`src/rtl/ctsm_pkg.sv`:
```
// Package for the crank tooth speed meter: widths, reset values, codes and types.
// Used by the interfaces, the divider, the top level and the checker.
package ctsm_pkg;

  localparam int CTSM_MAX_TEETH = 256;
  localparam int CFG_IDX_W      = 3;
  localparam int CFG_DATA_W     = 32;

  localparam logic [8:0]  GEAR_COUNT_RST     = 9'd60;
  localparam logic [31:0] SCALE_RST          = 32'd185000000;
  localparam logic [15:0] SPEED_MIN_RST      = 16'd100;
  localparam logic [15:0] SPEED_MAX_RST      = 16'd8000;
  localparam logic [4:0]  SILENCE_LIMIT_RST  = 5'd25;
  localparam logic [15:0] FALLBACK_SPEED_RST = 16'd30;
  localparam logic [15:0] AVG_SAT            = 16'hFFFF;

  typedef enum logic {
    OP_CAPTURE = 1'b0,
    OP_TICK    = 1'b1
  } op_t;

  typedef enum logic [CFG_IDX_W-1:0] {
    REG_GEAR_COUNT     = 3'd0,
    REG_SCALE          = 3'd1,
    REG_SPEED_MIN      = 3'd2,
    REG_SPEED_MAX      = 3'd3,
    REG_SILENCE_LIMIT  = 3'd4,
    REG_FALLBACK_SPEED = 3'd5
  } cfg_idx_t;

  typedef enum logic [3:0] {
    ST_CLEAR,
    ST_IDLE,
    ST_AVG_GO,
    ST_AVG_WAIT,
    ST_READ,
    ST_UPDATE,
    ST_SPD_GO,
    ST_SPD_WAIT,
    ST_GEAR_GO,
    ST_GEAR_WAIT
  } state_t;

  typedef struct packed {
    logic busy;
    logic done;
  } div_stat_t;

endpackage

```
`src/rtl/ctsm_if.sv`:
```
// Valid/ready channel interfaces for the crank tooth speed meter.
// Depends on ctsm_pkg for the configuration port widths.
interface ctsm_in_if;
  logic        valid;
  logic        ready;
  logic        opcode;
  logic [15:0] capture_time;

  modport source (output valid, output opcode, output capture_time, input ready);
  modport sink (input valid, input opcode, input capture_time, output ready);
endinterface

interface ctsm_out_if;
  logic        valid;
  logic        ready;
  logic [15:0] speed_rpm;

  modport source (output valid, output speed_rpm, input ready);
  modport sink (input valid, input speed_rpm, output ready);
endinterface

interface ctsm_cfg_if;
  logic                             valid;
  logic                             ready;
  logic [ctsm_pkg::CFG_IDX_W-1:0]   index;
  logic [ctsm_pkg::CFG_DATA_W-1:0]  data;

  modport source (output valid, output index, output data, input ready);
  modport sink (input valid, input index, input data, output ready);
endinterface

```
`src/rtl/ctsm_div.sv`:
```
// Radix-2 restoring divider, 32-bit dividend by 16-bit divisor, one bit a cycle.
// Depends on ctsm_pkg for the status struct.
module ctsm_div (
  input  logic                clk,
  input  logic                rst_n,
  input  logic                start,
  input  logic [31:0]         dividend,
  input  logic [15:0]         divisor,
  output ctsm_pkg::div_stat_t stat,
  output logic [31:0]         quotient
);
  import ctsm_pkg::*;

  logic [5:0]  cnt_r, cnt_nxt;
  logic        busy_r, busy_nxt;
  logic        done_r, done_nxt;
  logic [31:0] q_r, q_nxt;
  logic [15:0] rem_r, rem_nxt;
  logic [16:0] rem_sh;
  logic [16:0] rem_sub;
  logic        ge;

  always_comb begin
    rem_sh  = {rem_r, q_r[31]};
    rem_sub = rem_sh - {1'b0, divisor};
    ge      = (rem_sh >= {1'b0, divisor});
    cnt_nxt  = cnt_r;
    busy_nxt = busy_r;
    done_nxt = 1'b0;
    q_nxt    = q_r;
    rem_nxt  = rem_r;
    if (start) begin
      cnt_nxt  = 6'd0;
      busy_nxt = 1'b1;
      q_nxt    = dividend;
      rem_nxt  = 16'd0;
    end else if (busy_r) begin
      q_nxt   = {q_r[30:0], ge};
      rem_nxt = ge ? rem_sub[15:0] : rem_sh[15:0];
      cnt_nxt = cnt_r + 6'd1;
      if (cnt_r == 6'd31) begin
        busy_nxt = 1'b0;
        done_nxt = 1'b1;
      end
    end
  end

  always_ff @(posedge clk) begin
    if (!rst_n) begin
      busy_r <= 1'b0;
      done_r <= 1'b0;
      cnt_r  <= 6'd0;
    end else begin
      busy_r <= busy_nxt;
      done_r <= done_nxt;
      cnt_r  <= cnt_nxt;
    end
    q_r   <= q_nxt;
    rem_r <= rem_nxt;
  end

  assign stat.busy = busy_r;
  assign stat.done = done_r;
  assign quotient  = q_r;

endmodule

```
`src/rtl/crank_tooth_speed_meter.sv`:
```
// Crank tooth speed meter: tooth period window, average and speed from capture words.
// A tick word gives its result in the output register in the cycle after it is accepted.
// A capture word stalls the input through its read and update states and through each
// pass of the shared 32-step divider: one pass on a slot wrap, two when the average is
// nonzero. After reset every entry of the interval store is zeroed before any input
// word is taken; configuration writes are taken in every state.
module crank_tooth_speed_meter #(
  parameter int MAX_TEETH = ctsm_pkg::CTSM_MAX_TEETH
) (
  input  logic        clk,
  input  logic        rst_n,
  ctsm_in_if.sink     in_ch,
  ctsm_out_if.source  out_ch,
  ctsm_cfg_if.sink    cfg_ch
);
  import ctsm_pkg::*;

  localparam int IDX_W = $clog2(MAX_TEETH);
  localparam int GW    = $clog2(MAX_TEETH + 1);
  localparam int EW    = (GW > 9) ? GW : 9;
  localparam int CW    = IDX_W + 1;

  state_t state_r, state_nxt;

  logic [8:0]  gear_count_r;
  logic [31:0] scale_r;
  logic [15:0] speed_min_r;
  logic [15:0] speed_max_r;
  logic [4:0]  silence_limit_r;
  logic [15:0] fallback_r;

  logic [IDX_W-1:0] clr_r;
  logic [IDX_W-1:0] slot_r;
  logic [15:0]      prev_r;
  logic [15:0]      cap_r;
  logic [23:0]      sum_r;
  logic [15:0]      avg_r;
  logic [31:0]      speed_r;
  logic [4:0]       sil_r;
  logic             out_valid_r;
  logic [15:0]      out_speed_r;

  logic [15:0]      mem [MAX_TEETH];
  logic [15:0]      rd_r;
  logic             mem_we;
  logic [IDX_W-1:0] mem_wa;
  logic [15:0]      mem_wd;

  logic [EW-1:0]    gc_ext;
  logic [GW-1:0]    gears;
  logic [CW-1:0]    slot_plus;
  logic             wrap;
  logic             in_acc;
  logic             cap_acc;
  logic             tick_acc;
  logic             out_free;
  logic             clr_last;
  logic [15:0]      gap;

  logic                div_start;
  logic [31:0]         div_dividend;
  logic [15:0]         div_divisor;
  div_stat_t           div_stat;
  logic [31:0]         div_q;

  ctsm_div u_div (
    .clk      (clk),
    .rst_n    (rst_n),
    .start    (div_start),
    .dividend (div_dividend),
    .divisor  (div_divisor),
    .stat     (div_stat),
    .quotient (div_q)
  );

  always_comb begin
    gc_ext = EW'(gear_count_r);
    if (gc_ext == '0) begin
      gears = GW'(1);
    end else if (gc_ext > EW'(MAX_TEETH)) begin
      gears = GW'(MAX_TEETH);
    end else begin
      gears = GW'(gc_ext);
    end
  end

  assign slot_plus = {1'b0, slot_r} + CW'(1);
  assign wrap      = (slot_plus >= CW'(gears));
  assign out_free  = !out_valid_r || out_ch.ready;
  assign in_acc    = in_ch.valid && in_ch.ready;
  assign cap_acc   = in_acc && (in_ch.opcode == OP_CAPTURE);
  assign tick_acc  = in_acc && (in_ch.opcode == OP_TICK);
  assign clr_last  = (clr_r == IDX_W'(MAX_TEETH - 1));
  assign gap       = cap_r - prev_r;

  always_comb begin
    state_nxt = state_r;
    case (state_r)
      ST_CLEAR: begin
        if (clr_last) state_nxt = ST_IDLE;
      end
      ST_IDLE: begin
        if (cap_acc) state_nxt = wrap ? ST_AVG_GO : ST_READ;
      end
      ST_AVG_GO:   state_nxt = ST_AVG_WAIT;
      ST_AVG_WAIT: begin
        if (div_stat.done) state_nxt = ST_READ;
      end
      ST_READ:     state_nxt = ST_UPDATE;
      ST_UPDATE:   state_nxt = (avg_r != 16'd0) ? ST_SPD_GO : ST_IDLE;
      ST_SPD_GO:   state_nxt = ST_SPD_WAIT;
      ST_SPD_WAIT: begin
        if (div_stat.done) state_nxt = ST_GEAR_GO;
      end
      ST_GEAR_GO:  state_nxt = ST_GEAR_WAIT;
      ST_GEAR_WAIT: begin
        if (div_stat.done) state_nxt = ST_IDLE;
      end
      default:     state_nxt = ST_CLEAR;
    endcase
  end

  always_comb begin
    in_ch.ready  = 1'b0;
    div_start    = 1'b0;
    div_dividend = div_q;
    div_divisor  = 16'(gears);
    mem_we       = 1'b0;
    mem_wa       = slot_r;
    mem_wd       = gap;
    case (state_r)
      ST_CLEAR: begin
        mem_we = 1'b1;
        mem_wa = clr_r;
        mem_wd = 16'd0;
      end
      ST_IDLE: begin
        in_ch.ready = out_free;
      end
      ST_AVG_GO: begin
        div_start    = 1'b1;
        div_dividend = {8'd0, sum_r};
      end
      ST_UPDATE: begin
        mem_we = 1'b1;
      end
      ST_SPD_GO: begin
        div_start    = 1'b1;
        div_dividend = scale_r;
        div_divisor  = avg_r;
      end
      ST_SPD_WAIT: begin
        div_divisor = avg_r;
      end
      ST_GEAR_GO: begin
        div_start = 1'b1;
      end
      default: begin
      end
    endcase
  end

  assign cfg_ch.ready     = 1'b1;
  assign out_ch.valid     = out_valid_r;
  assign out_ch.speed_rpm = out_speed_r;

  always_ff @(posedge clk) begin
    if (mem_we) begin
      mem[mem_wa] <= mem_wd;
    end
    rd_r <= mem[slot_r];
  end

  always_ff @(posedge clk) begin
    if (!rst_n) begin
      gear_count_r    <= GEAR_COUNT_RST;
      scale_r         <= SCALE_RST;
      speed_min_r     <= SPEED_MIN_RST;
      speed_max_r     <= SPEED_MAX_RST;
      silence_limit_r <= SILENCE_LIMIT_RST;
      fallback_r      <= FALLBACK_SPEED_RST;
    end else if (cfg_ch.valid) begin
      case (cfg_idx_t'(cfg_ch.index))
        REG_GEAR_COUNT:     gear_count_r    <= cfg_ch.data[8:0];
        REG_SCALE:          scale_r         <= cfg_ch.data;
        REG_SPEED_MIN:      speed_min_r     <= cfg_ch.data[15:0];
        REG_SPEED_MAX:      speed_max_r     <= cfg_ch.data[15:0];
        REG_SILENCE_LIMIT:  silence_limit_r <= cfg_ch.data[4:0];
        REG_FALLBACK_SPEED: fallback_r      <= cfg_ch.data[15:0];
        default: begin
        end
      endcase
    end
  end

  always_ff @(posedge clk) begin
    if (!rst_n) begin
      state_r     <= ST_CLEAR;
      clr_r       <= '0;
      slot_r      <= '0;
      prev_r      <= 16'd0;
      sum_r       <= 24'd0;
      avg_r       <= 16'd0;
      speed_r     <= 32'd0;
      sil_r       <= 5'd0;
      out_valid_r <= 1'b0;
    end else begin
      state_r <= state_nxt;
      if (state_r == ST_CLEAR) begin
        clr_r <= clr_r + IDX_W'(1);
      end
      if (out_valid_r && out_ch.ready) begin
        out_valid_r <= 1'b0;
      end
      if (cap_acc) begin
        sil_r  <= 5'd0;
        slot_r <= wrap ? '0 : slot_plus[IDX_W-1:0];
      end
      if (tick_acc) begin
        out_valid_r <= 1'b1;
        if (sil_r >= silence_limit_r) begin
          out_speed_r <= 16'd0;
        end else begin
          sil_r <= sil_r + 5'd1;
          if ((speed_r > {16'd0, speed_max_r}) || (speed_r < {16'd0, speed_min_r})) begin
            out_speed_r <= fallback_r;
          end else begin
            out_speed_r <= speed_r[15:0];
          end
        end
      end
      if ((state_r == ST_AVG_WAIT) && div_stat.done) begin
        avg_r <= (div_q[31:16] != 16'd0) ? AVG_SAT : div_q[15:0];
      end
      if (state_r == ST_UPDATE) begin
        sum_r  <= sum_r - {8'd0, rd_r} + {8'd0, gap};
        prev_r <= cap_r;
      end
      if ((state_r == ST_GEAR_WAIT) && div_stat.done) begin
        speed_r <= div_q;
      end
    end
    if (cap_acc) begin
      cap_r <= in_ch.capture_time;
    end
  end

endmodule

```
`src/flat_wrapper.sv`:
```
// flat-port wrapper written by rule: the top's interface ports become plain ports
module crank_tooth_speed_meter_flat import ctsm_pkg::*;
#(
  parameter int MAX_TEETH = ctsm_pkg::CTSM_MAX_TEETH
)
  (clk, rst_n, in_ch_valid, in_ch_opcode, in_ch_capture_time, in_ch_ready, out_ch_valid, out_ch_speed_rpm, out_ch_ready, cfg_ch_valid, cfg_ch_index, cfg_ch_data, cfg_ch_ready);
  ctsm_in_if in_ch_i ();
  ctsm_out_if out_ch_i ();
  ctsm_cfg_if cfg_ch_i ();
  input  logic clk;
  input  logic rst_n;
  input wire logic [$bits(in_ch_i.valid)-1:0] in_ch_valid;
  input wire logic [$bits(in_ch_i.opcode)-1:0] in_ch_opcode;
  input wire logic [$bits(in_ch_i.capture_time)-1:0] in_ch_capture_time;
  output wire logic [$bits(in_ch_i.ready)-1:0] in_ch_ready;
  output wire logic [$bits(out_ch_i.valid)-1:0] out_ch_valid;
  output wire logic [$bits(out_ch_i.speed_rpm)-1:0] out_ch_speed_rpm;
  input wire logic [$bits(out_ch_i.ready)-1:0] out_ch_ready;
  input wire logic [$bits(cfg_ch_i.valid)-1:0] cfg_ch_valid;
  input wire logic [$bits(cfg_ch_i.index)-1:0] cfg_ch_index;
  input wire logic [$bits(cfg_ch_i.data)-1:0] cfg_ch_data;
  output wire logic [$bits(cfg_ch_i.ready)-1:0] cfg_ch_ready;
  assign in_ch_i.valid = in_ch_valid;
  assign in_ch_i.opcode = in_ch_opcode;
  assign in_ch_i.capture_time = in_ch_capture_time;
  assign in_ch_ready = in_ch_i.ready;
  assign out_ch_valid = out_ch_i.valid;
  assign out_ch_speed_rpm = out_ch_i.speed_rpm;
  assign out_ch_i.ready = out_ch_ready;
  assign cfg_ch_i.valid = cfg_ch_valid;
  assign cfg_ch_i.index = cfg_ch_index;
  assign cfg_ch_i.data = cfg_ch_data;
  assign cfg_ch_ready = cfg_ch_i.ready;
  crank_tooth_speed_meter #(.MAX_TEETH(MAX_TEETH)) u_core (.clk(clk), .rst_n(rst_n), .in_ch(in_ch_i), .out_ch(out_ch_i), .cfg_ch(cfg_ch_i));
endmodule
```
`config.mk`:
```
export PLATFORM = sky130hd
export DESIGN_NAME = crank_tooth_speed_meter_flat
export DESIGN_NICKNAME = d
export VERILOG_FILES = /design/src/rtl/ctsm_pkg.sv /design/src/rtl/ctsm_if.sv /design/src/rtl/ctsm_div.sv /design/src/rtl/crank_tooth_speed_meter.sv /design/src/flat_wrapper.sv
export SDC_FILE = /design/constraint.sdc
export NUM_CORES = 2
export LEC_CHECK = 0
export ABC_CLOCK_PERIOD_IN_PS = 11000
export BUFFER_PORTS_ARGS = -buffer_cell sky130_fd_sc_hd__buf_2
export CAP_MARGIN = 10
export CORE_UTILIZATION = 40
export DETAILED_ROUTE_END_ITERATION = 7
export PLACE_DENSITY = 0.62
export SLEW_MARGIN = 30
export SYNTH_ARGS = -nofsm -noshare
export SYNTH_HDL_FRONTEND = slang
export SYNTH_HIERARCHICAL = 1
export SYNTH_SLANG_ARGS = --single-unit
export TNS_END_PERCENT = 5
```
`constraint.sdc`:
```
create_clock -name clk -period 11 [get_ports clk]
set_input_delay 1.65 -clock clk [delete_from_list [all_inputs] [get_ports clk]]
set_output_delay 1.65 -clock clk [all_outputs]
set_load 0.02 [all_outputs]
```
Yosys cells after proc, flatten, opt, wreduce, memory -nomap -nowiden:

Memory sizes are Yosys's and may differ from the RTL's. A register that Yosys moved wholly into a read port is not among the register bits.
Cells that the tools add are included.

* add/subtract/negate cells: 8
* magnitude comparators: 6
* equal/unequal tests: 22
* mux-type cells: 34
* bitwise logic cells: 3
* reductions and logical operators: 30

Operator list (number)
* $mux 16: 5
* $mux 32: 2
* $pmux 32 s2: 1
* $pmux 4 s10: 1
* $gt 32x16->1: 1
* $lt 32x16->1: 1
* $reduce_bool 16->1: 2
* $sub 16x16->16: 2
* $add 24x16->24: 1
* $sub 24x16->24: 1
* $mux 4: 5
* $mux 9: 2
* $ge 17x16->1: 1
* $eq 4x3->1 const B: 4
* $mux 8: 2
* $reduce_and 2->1: 8
* $mux 5: 3
* $mux 1: 11
* $add 8x1->9 const B: 1
* $ge 9x9->1: 1
* $gt 9x9->1 const B: 1
* $logic_not 9->1: 1
* $add 8x1->8 const B: 1
* $eq 4x2->1 const B: 2
* 24 further kinds: 43

* bits in registers: 296
* memory bits (writable): 4096
* bits of input ports: 57
* output and inout bits: 19
* memories kept: 1

Memories
* u_core.mem: words 256, bits a word 16, rd ports 1, clocked after Yosys merged registers in 1, write ports 1, line crank_tooth_speed_meter.sv:43 `logic [15:0] mem [MAX_TEETH];`

Logic depth before layout (Yosys ltp):

* depth in word-level cells: 8
* mapped depth: 21
* depth with buffers taken out: 20

By module:

The synthesis kept the hierarchy.

Modules (own cells, without submodules)
* crank_tooth_speed_meter: times used 1, cells an instance 7969, area an instance 169781.6 µm²
* ctsm_div: times used 1, cells an instance 313, area an instance 3285.7 µm²

Worst setup path after synthesis:

Ideal clock, no wire load.

* path type: register to register
* from: register u_core.cap_r[4]
* to: memory u_core.mem[0][15], data pin
* library setup time: 1.393 ns
* data arrival time: 7.893 ns
* path slack: 1.714 ns
* stages on the path, launching flop included: 9
* buffers on the path: 0
* period minus slack after synthesis: 9.286 ns
* cell sequence: edfxtp_1 ha_1 a2111oi_0 inv_1 o21ai_0 a211oi_1 o31ai_1 xnor2_1 nor2_1

* word-level cells in the longest chain between the ends: 2

Ends and longest elaborated chain
* start, declared: line crank_tooth_speed_meter.sv:35 `logic [15:0] cap_r;`
* start signal, assigned: line crank_tooth_speed_meter.sv:244 `cap_r <= in_ch.capture_time;`
* $sub 16x16->16: line crank_tooth_speed_meter.sv:94 `assign gap = cap_r - prev_r;`
* $mux 16: line crank_tooth_speed_meter.sv:131 `case (state_r)`
* named net u_core.mem_wd[15]: line crank_tooth_speed_meter.sv:47 `logic [15:0] mem_wd;`
* end, declared: line crank_tooth_speed_meter.sv:43

The timed path passes the listed nets, and every way through them passes these cells.

==> flow_summary.ini <==
[worst_setup_path]
crit_path_cell_trace = buf_4 > buf_12 > buf_4 > mux4_2 > mux4_2 > mux2i_1 > a211o_1 > nor3_1
critPathTopFamily = buffers and inverters
path_class = register to register
worst_setup_path_start_kind = register
critical-path-slowest-cell = dfxtp_4
critical-path-max-stage-delay_ns = 0.87
path_buf_inv = 3
worst-path-max-fanout = 124
endpoint_kind = register
arrival_ns = 6.47
cp.required_ns = 11.86
crit_cells = 8
reg2regPathDepth = 8

[timing]
finalCritPeriodShare = 0.510
finalCriticalPeriod_ns = 5.61
finalClockSkew_ns = 0.0758
max_slew_margin = 0.261
fmax_mhz = 178
hold_viol_final = 0
finalMaxSlewViolations = 0
setup-violations-final = 0
tightest_slew_ns = 1.11
tns_ns = 0
rsz0062_at_grt = false

[drt]
antenna_left = 0
drtPass1Iterations = 8
vias_per_cell = 5.84
drt-initial-drc-count = 10459
drc = 1
vias = 86662
postRouteWirelength_mm = 456
wl_per_cell_um = 30.8

[die]
dieArea_sq_um = 435000
core_sq_um = 431000
die-width_um = 660
core.rowCount = 241
initial_utilization = 0.402
pin_count = 76
die_y_um = 660

[status]
outcome = complete, but fails checks
violations = DRC

[synth]
synth_fp_nets = 8461
syn_inst = 8281
synth_area_sq_um = 173000
synth_warnings = 6
synth_area_per_cell_sq_um = 20.9

[global_route]
grt.overflow.total = 0
antenna_found_initial = 26
grt_pass1_vias = 86907
grt_max_degree = 217
grtUsageTotal = 0.207
grt_pass1_wl_mm = 647

[placed_design]
numPortBuffers = 74
gp_congestion = 0.855
hpwl_mm = 270
place_area_sq_um = 182000

[clock_network]
cts_buffers = 433
cts_buffer_depth = 4
cts_tree = built
ctsResizeCount = 0
cts_max_level = 5
ctsHoldBuffers = 0
cts_setup_buffers = 0
clock_latency_ns = 0.98
clk_pin_slew_ns = 0.07
cts_root_buf = clkbuf_16
cts.sinks = 4408

[finish]
syn2layout_area_growth_pct = 13.8
register_area_sq_um = 130000
layout-drive-gt1-share = 0.278
design_area_sq_um = 197000
fin_nets = 8911
multi_input_area_sq_um = 41000
nFillCells = 35373

[power]
pwr-share-comb = 0.135
powerDensity_nw_per_um2 = 210
power_frac_seq = 0.503
vdd_drop_max_mv = 0.185
swShare = 0.257
power.leakage_nw = 60.8
p_switching_mw = 10.6
p_clk_frac = 0.362
p_int_mw = 30.7

[flow_run]
cap_violations = 0

[hold_path]
hold_depth = 2
holdCritPathClass = register to register
## metal layers
layer  track usage  wire length [um]  vias to the layer above  share of wire
li1              -                 -                    35198              -
met1         0.284            181000                    46839           0.40
met2         0.338            221000                     3931           0.49
met3        0.0349             37500                      682          0.082
met4        0.0666             16000                       12          0.035
met5             0                80                        -        0.00018
## power groups by stage
stage | clock (mW) | sequential, mW | combinational [mW]
floorplan | 0 | 21.6 | 3.17
global placement | 0 | 21.1 | 5.19
detailed placement | 0 | 21.1 | 5.49
CTS | 15.2 | 20.8 | 5.49
global route | 15.8 | 20.8 | 5.95
finish | 15.0 | 20.8 | 5.56
## flip-flops by register name, indices dropped and copies added (netlist names), 24 cells and up
register,flops
u_core/speed_r,32
u_core/scale_r,32
u_core/sum_r,24
u_core/u_div/quotient,32
u_core/mem,4096
## through the flow
step | total power, mW | cells | worst slack (ns) | utilization | hold WS [ns]
after floorplan | 24.7 | 8281 | 1.71 | - | 0.432
after global placement | 26.3 | 13988 | 4.54 | 0.422 | 0.438
after detailed placement | 26.6 | 13996 | 5.46 | 0.423 | 0.447
after CTS | 41.5 | 14806 | 5.45 | 0.456 | 0.455
after global routing | 42.5 | 14821 | 5.02 | 0.457 | 0.472
final | 41.3 | 14831 | 5.39 | 0.457 | 0.455
## area by class of cell
cell class / instances / share of cell area
clock inverter: 276 / 0.0148
antenna: 15 / 0.000191
multi-input combinational: 3257 / 0.208
sequential: 4408 / 0.659
timing repair buffer: 471 / 0.0200
inverter: 160 / 0.00306
clock buffer: 534 / 0.0581
tap: 5710 / 0.0363
## worst register-to-register path: stages (launching register included)
cell	delay [ns]
dfxtp_4	0.87
buf_4	0.72
buf_12	0.57
buf_4	1.11
mux4_2	0.43
mux4_2	0.49
mux2i_1	0.76
a211o_1	0.45
nor3_1	0.08
## cells in the final DEF, fill, tap and decap left out, types with 37 or more instances in the layout
cell       count
mux4_2      1264
nor2b_1       37
nand3_1       59
a21oi_1      186
o22ai_1      102
bufinv_16     50
nor2_1       307
buf_2         74
o21ai_0       59
clkbuf_1      84
clkinv_1     106
dfxtp_1      242
clkbuf_16    439
ha_1         105
inv_1        157
mux2i_1       92
edfxtp_1    4160
buf_4        351
clkinv_2      78
nand2_1      423
## worst paths after layout
check	end	slack, ns	from
min reg2reg	u_core/speed_min_r[15]	0.45	u_core/speed_min_r[15]
max	u_core/rd_r[15]	5.39	u_core/slot_r[1]
min	u_core/speed_min_r[15]	0.45	u_core/speed_min_r[15]
max reg2reg	u_core/rd_r[15]	5.39	u_core/slot_r[1]
Power figures use the tool's default switching activity.
